==> src/rtl/srmdp_pkg.sv <==
// Shared types and codes for the sparse row merge dot product block.
package srmdp_pkg;

    localparam int COLUMN_W = 20;
    localparam int VALUE_W  = 32;
    localparam int SUM_W    = 64;

    localparam logic OP_LOAD   = 1'b0;
    localparam logic OP_STREAM = 1'b1;

    typedef struct packed {
        logic                       operation;
        logic [COLUMN_W-1:0]        column;
        logic signed [VALUE_W-1:0]  value;
        logic                       row_end;
    } srmdp_in_t;

    typedef struct packed {
        logic signed [SUM_W-1:0] dot_product;
        logic                    saturated;
    } srmdp_out_t;

    // Controls from the sequencer to the multiply-accumulate unit.
    typedef struct packed {
        logic clear;
        logic mul;
        logic add;
    } srmdp_mac_ctl_t;

endpackage

==> src/rtl/srmdp_mac.sv <==
// Registered 32x32 multiplier followed by a saturating 64-bit accumulator.
module srmdp_mac (
    input  logic                                  aclk,
    input  logic                                  aresetn,
    input  srmdp_pkg::srmdp_mac_ctl_t             ctl,
    input  logic signed [srmdp_pkg::VALUE_W-1:0]  a,
    input  logic signed [srmdp_pkg::VALUE_W-1:0]  b,
    output logic signed [srmdp_pkg::SUM_W-1:0]    sum,
    output logic                                  overflow
);
    import srmdp_pkg::*;

    logic signed [SUM_W-1:0] prod_reg;
    logic signed [SUM_W-1:0] sum_reg;
    logic signed [SUM_W-1:0] sum_next;
    logic                    ovf_reg;
    logic                    ovf_next;
    logic signed [SUM_W-1:0] raw_sum;
    logic                    wrap;

    assign raw_sum = sum_reg + prod_reg;
    // Overflow only when both operands share a sign that the result lost.
    assign wrap = (sum_reg[SUM_W-1] == prod_reg[SUM_W-1]) &&
                  (raw_sum[SUM_W-1] != sum_reg[SUM_W-1]);

    always_comb begin
        sum_next = sum_reg;
        ovf_next = ovf_reg;
        if (ctl.clear) begin
            sum_next = '0;
            ovf_next = 1'b0;
        end else if (ctl.add) begin
            if (wrap) begin
                sum_next = prod_reg[SUM_W-1] ? {1'b1, {(SUM_W-1){1'b0}}}
                                             : {1'b0, {(SUM_W-1){1'b1}}};
                ovf_next = 1'b1;
            end else begin
                sum_next = raw_sum;
            end
        end
    end

    always_ff @(posedge aclk) begin
        if (ctl.mul) begin
            prod_reg <= SUM_W'(a) * SUM_W'(b);
        end
        if (!aresetn) begin
            sum_reg <= '0;
            ovf_reg <= 1'b0;
        end else begin
            sum_reg <= sum_next;
            ovf_reg <= ovf_next;
        end
    end

    assign sum      = sum_reg;
    assign overflow = ovf_reg;

endmodule

==> config.mk <==
export PLATFORM = sky130hd
export DESIGN_NAME = srmdp_mac
export DESIGN_NICKNAME = d
export VERILOG_FILES = /design/src/rtl/srmdp_pkg.sv /design/src/rtl/srmdp_mac.sv
export SDC_FILE = /design/constraint.sdc
export NUM_CORES = 2
export LEC_CHECK = 0
export ABC_AREA = 0
export BUFFER_PORTS_ARGS = -buffer_cell sky130_fd_sc_hd__buf_2
export CAP_MARGIN = 20
export CORE_ASPECT_RATIO = 1.1
export CORE_MARGIN = 5
export CORE_UTILIZATION = 61
export CTS_CLUSTER_DIAMETER = 100
export CTS_CLUSTER_SIZE = 28
export DETAILED_ROUTE_END_ITERATION = 16
export GPL_ROUTABILITY_DRIVEN = 0
export PLACE_DENSITY = 0.85
export SETUP_SLACK_MARGIN = 0.02
export SYNTH_ARGS = -nofsm -noshare
export SYNTH_HDL_FRONTEND = slang
export SYNTH_SLANG_ARGS = --single-unit
==> constraint.sdc <==
create_clock -name aclk -period 11.6 [get_ports aclk]
set_input_delay 2.32 -clock aclk [delete_from_list [all_inputs] [get_ports aclk]]
set_output_delay 2.32 -clock aclk [all_outputs]
set_load 0.01 [all_outputs]
Word level (Yosys, flattened, before mapping)

Index checks and enable logic that the tools add are counted.

Reductions and logical operators: 3
Bitwise gates (word level): 1
Eq/ne operators: 2
Add/subtract/negate cells: 1
$mul: 1
Muxes and demuxes: 2

Operators with widths:

| cell                         | count |
|---|---|
| 2-to-1 mux 64 bit            | 2 |
| adder 64 bit                 | 1 |
| multiplier 32 x 32 -> 64 bit | 1 |
| AND reduction 2 bit          | 1 |
| OR reduction 2 bit           | 1 |
| == test 1 bit                | 1 |
| logical AND 1 bit            | 1 |
| inequality test 1 bit        | 1 |
| inverter 1 bit               | 1 |

Input bits: 69
Output and inout bits: 65
Word-level logic and storage cells: 13
Flip-flop bits (word level): 129

Logic depth before layout (Yosys ltp)

Depth after elaboration: 4
Depth in mapped cells: 30
Gate-level depth less buffers: 28

Worst setup path before layout

No wires, ideal clock.

Kind: input to register
Start point: input port a[31] (netlist name)
End point: register prod_reg[63], data pin
Stages: 28
Setup time: 0.260 ns
Required time: 11.340 ns
Slack: 1.702 ns
Buffers on the path: 1
Arrival: 9.638 ns
Cell sequence: clkbuf_1 > nand2_1 > inv_1 > fa_1 > inv_1 > fa_1 > inv_1 > fa_1 > fa_1 > inv_1 > fa_1 > inv_1 > fa_1 > inv_1 > fa_1 > inv_1 > fa_1 > ha_1 > nor2b_1 > o21ai_0 > nand2b_1 > a2111oi_0 > a21o_1 > nand3_1 > a311oi_1 > o21ai_1 > a21oi_1 > xnor2_1

Longest elaborated chain between the ends: 1

Ends and longest elaborated chain:

| what                         | RTL line        | RTL |
|---|---|---|
| start, declared              | srmdp_mac.sv:6  | `input logic signed [srmdp_pkg::VALUE_W-1:0] a,` |
| multiplier 32 x 32 -> 64 bit | srmdp_mac.sv:45 | `prod_reg <= SUM_W'(a) * SUM_W'(b);` |
| end signal, assigned         | srmdp_mac.sv:45 |  |
| end, declared                | srmdp_mac.sv:13 | `logic signed [SUM_W-1:0] prod_reg;` |

No other way between the ends.
A chain may end at the register's enable or synchronous reset.

Final worst setup path

Start point: input port b[8] (netlist name)
End point: register prod_reg[63], data pin

Longest elaborated chain between the ends: 1

Ends and longest elaborated chain:

| what                         | RTL line        | RTL |
|---|---|---|
| start, declared              | srmdp_mac.sv:7  | `input logic signed [srmdp_pkg::VALUE_W-1:0] b,` |
| multiplier 32 x 32 -> 64 bit | srmdp_mac.sv:45 |  |

No other way between the ends.

==> metrics list <==
- The filler cells instantiated in the layout total ~5,500.
- Number of resized instances in the post-cts repair step: 0
- In the final layout, the multi-input gates occupy 36,000 µm².
* Root buffer selected by CTS: sky130_fd_sc_hd__clkbuf_16
- Gr ovfl total: 0
* Worst path required time: approximately 12 ns
* Final setup viols: 0
* Number of standard cells in the layout, taps in and fillers out: roughly 5,600
- Detailed placement ended at an HPWL of 91,000 µm.
* Transition time at the pin with the least slew margin: approximately 1.1 ns
* Post-detailed-route DRC marker count: 0
- CTS clock-pin slew for the worst setup and hold paths: 0.06 ns
- Path class of the lowest-slack min-delay path: register to register
* Syn nets: between 6,000 and 7,000
- Combined area of all synthesized cells: 43,800 µm²
- In the final layout, flip-flops and latches occupy around 3200 µm².
- Peak fanout along the critical path: 26
- The floorplan step set the die width to about 270 µm.
- Global-route wire length before repair: between 150,000 and 200,000 µm
- Once placement completed, the tool counted placed cells totaling 5,578.
* Floorplan Core Area: about 70,000 µm²
- After the first detailed-routing iteration, the DRC count stood at approximately 2,400.
- CP Launch Type: input pin
* Max-Slew Margin vs Limit: 25.6%
- Maximum capacitance violations: 0
- In the final timing run, aggregate negative setup slack is 0 ns.
- Number of synthesized flops with an enable pin: 64
- Fraction of layout instances using a drive strength above 1: roughly 4.4%
- The worst path uses 88.5% of the clock period.
* Number of iterations in the first detailed-routing pass: 6
- Max Slew Vio Count: 0
* Maximum number of pins on one net before global-route repair: 68
* Count of port buffers added during placement: 133
- Worst-case clock skew: roughly 0.015 ns
- Post-CTS setup buffers: 0
- The number of global-route vias before repair was around 37,000.
* Post-synth cell types: 69
- The clock passes through at most 2 buffers.
- TritonCTS built the clock tree.
- Cell row count: just over 100
- Highest attainable clock frequency: 0.0974 GHz
- The tree built by TritonCTS fans out to around 130 sinks.
* Total Die Area: between 70,000 and 80,000 µm²
- The worst setup path is captured at a register.
- Post-cts hold buffer count: 0
* Nets: ~6,000
- During synthesis, Yosys emitted a total of 0 warnings.
* Starting utilization of the core area: 61.3%
- Hold timing on the final database bottoms out at a slack of ~0.46 ns.
- The number of antenna violations at the first check in global routing is 1.
- Clock buffer count from CTS: 17
- Mean post-synth cell area: just over 9 µm²
- Synthesis handed over a netlist of 4,720 instances.
* Async set-reset flop share out of synthesis: 0%
* CTS HTree Levels: 4
- For the worst setup path, the data arrival time is 10.45 ns.
- Compared with the post-synthesis result, the final layout area differs by 3.96%.
- In the final routed layout, each cell accounts on average for roughly 20 µm.
- Among all flip-flop cells after synthesis, the most frequent one is sky130_fd_sc_hd__dfxtp_1.
- The critical path is of the input pin to register type.
- Overall routed net length: approximately 110,000 µm
* Hold Violations, Final: 0
- From bottom edge to top edge, the die measures between 200 and 300 µm.
- Setup repair after global routing left no endpoint under its margin.
- Run status: completed
- For this design the top-level I/O count stands at between 100 and 150.
- Post-route ant nets: 0
* Detailed-route via count: 33,100
- #FFs+latches synth: between 100 and 150
* Clock insertion delay at the later pin of the skew report: 0.44 ns
- Combined global-route utilization of all metal layers: between 20 and 30%
* Via-per-instance ratio: between 5 and 6
* Tmin final: 10.27 ns
- Sequential cells were found to cover roughly 7.4% of the synthesized design area.
critical path, stage by stage:
cell and delay, ns:
sky130_fd_sc_hd__buf_2 0.48, sky130_fd_sc_hd__nand2_1 0.29, sky130_fd_sc_hd__fa_1 0.69, sky130_fd_sc_hd__fa_1 0.47, sky130_fd_sc_hd__inv_1 0.08, sky130_fd_sc_hd__fa_1 0.44
sky130_fd_sc_hd__fa_1 0.82, sky130_fd_sc_hd__inv_1 0.38, sky130_fd_sc_hd__fa_1 0.58, sky130_fd_sc_hd__inv_1 0.06, sky130_fd_sc_hd__fa_1 0.52, sky130_fd_sc_hd__inv_1 0.05
sky130_fd_sc_hd__fa_1 0.47, sky130_fd_sc_hd__inv_1 0.05, sky130_fd_sc_hd__fa_1 0.46, sky130_fd_sc_hd__ha_1 0.36, sky130_fd_sc_hd__nor2b_1 0.16, sky130_fd_sc_hd__o21ai_0 0.15
sky130_fd_sc_hd__nand2b_1 0.09, sky130_fd_sc_hd__a2111oi_0 0.42, sky130_fd_sc_hd__a21o_1 0.13, sky130_fd_sc_hd__nand3_1 0.14, sky130_fd_sc_hd__a311oi_1 0.44, sky130_fd_sc_hd__o21ai_1 0.12
sky130_fd_sc_hd__a21oi_1 0.18, sky130_fd_sc_hd__xnor2_1 0.07
placed cells by master (no fill, tap or decap), drive strengths merged, types with 6 or more instances in the layout:
master	instances
nor3	64
o211ai	10
xor2	38
and2	528
nand4	25
a31oi	14
o21bai	25
and3	23
nor2b	10
o21a	13
nor2	128
a211oi	11
or2	6
a221oi	6
dfxtp	65
inv	999
xnor2	89
a21oi	192
edfxtp	64
nand2b	18
a21o	64
o21ai	92
a2111oi	6
fa	1084
and4	6
clkbuf	18
nand2	567
nand3	22
ha	247
or3	9
buf	155
Yosys cell counts (5+ instances only):
cell,instances,area (µm²)
sky130_fd_sc_hd__nand3_1,22,110
sky130_fd_sc_hd__o21bai_1,25,188
sky130_fd_sc_hd__a221oi_1,5,43.8
sky130_fd_sc_hd__inv_1,992,3720
sky130_fd_sc_hd__a21o_1,64,480
sky130_fd_sc_hd__or3_1,9,56.3
sky130_fd_sc_hd__and2_1,528,3300
sky130_fd_sc_hd__ha_1,247,3090
sky130_fd_sc_hd__dfxtp_1,65,1300
sky130_fd_sc_hd__clkbuf_1,236,886
sky130_fd_sc_hd__nand2_1,567,2130
sky130_fd_sc_hd__nand4_1,25,156
sky130_fd_sc_hd__nor2_1,128,480
sky130_fd_sc_hd__o21a_1,13,97.6
sky130_fd_sc_hd__buf_1,6,22.5
sky130_fd_sc_hd__a31oi_1,14,87.6
sky130_fd_sc_hd__a21oi_1,192,961
sky130_fd_sc_hd__o21ai_0,77,385
sky130_fd_sc_hd__fa_1,1084,21700
sky130_fd_sc_hd__nand2b_1,18,113
sky130_fd_sc_hd__and3_1,23,144
sky130_fd_sc_hd__o21ai_1,15,75.1
sky130_fd_sc_hd__nor2b_1,10,62.6
sky130_fd_sc_hd__a221o_1,5,50.1
sky130_fd_sc_hd__and4_1,6,52.6
sky130_fd_sc_hd__a211oi_1,10,75.1
sky130_fd_sc_hd__xnor2_1,89,780
sky130_fd_sc_hd__xor2_1,38,333
sky130_fd_sc_hd__edfxtp_1,64,1920
sky130_fd_sc_hd__o211ai_1,10,75.1
sky130_fd_sc_hd__nor3_1,64,320
metal layers:
layer,vias to the layer above,routed length (µm),track usage [%]
met4,0,9080,18.7
met1,16900,37000,33.0
met5,-,0,0
li1,14000,-,-
met2,1617,58300,52.3
met3,566,8000,5.21
final timing paths:
| path | from | to | slack (ns) | cells past startpoint |
|---|---|---|---|---|
| setup / recovery | b[8] | prod_reg[63]$_DFFE_PP_ | 1.33 | 26 |
| setup reg to reg | sum[20]$_SDFFE_PP0P_ | sum[49]$_SDFFE_PP0P_ | 5.37 | 18 |
| hold / removal | overflow$_SDFFE_PP0P_ | overflow$_SDFFE_PP0P_ | 0.46 | 2 |
| hold reg to reg | overflow$_SDFFE_PP0P_ | overflow$_SDFFE_PP0P_ | 0.46 | 2 |
cell families (layout without fill, tap and decap cells):
logic type / count (synthesis) / count (layout) / synth area share [%]
and+or+nand+nor: 1416 / 1416 / 16.1
adders and majority gates: 1331 / 1331 / 56.6
buffers and inverters: 1235 / 1181 / 10.6
AOI/OAI and AO/OA: 478 / 478 / 6.81
DFF: 129 / 129 / 7.35
xor gates and xnor gates: 127 / 127 / 2.54
muxes: 4 / 4 / 0.0970
other: 0 / 1 / 0
layout make-up:
cell class | instances | share of cell area, %
Antenna cell | 1 | 0.00549
Inverter | 993 | 8.18
Tap cell | 945 | 2.59
Clock buffer | 17 | 0.934
Sequential cell | 129 | 7.07
Clock inverter | 15 | 0.428
Multi-Input combinational cell | 3356 | 79.0
Timing Repair Buffer | 156 | 1.83
stage by stage:
stage / instance area, µm² / worst slack (ns) / util [%]
final: 45600 / 1.33 / 63.7
after global routing: 45600 / 0.844 / 63.7
after CTS: 45600 / 1.06 / 63.7
after detailed placement: 44900 / 0.631 / 62.8
after global placement: 44900 / 0.855 / 62.8
after floorplan: 43800 / 1.70 / -
Power is left out: the tool's default activity adds up to more than one toggle a clock period on the data nets, which glitch-free logic cannot reach.
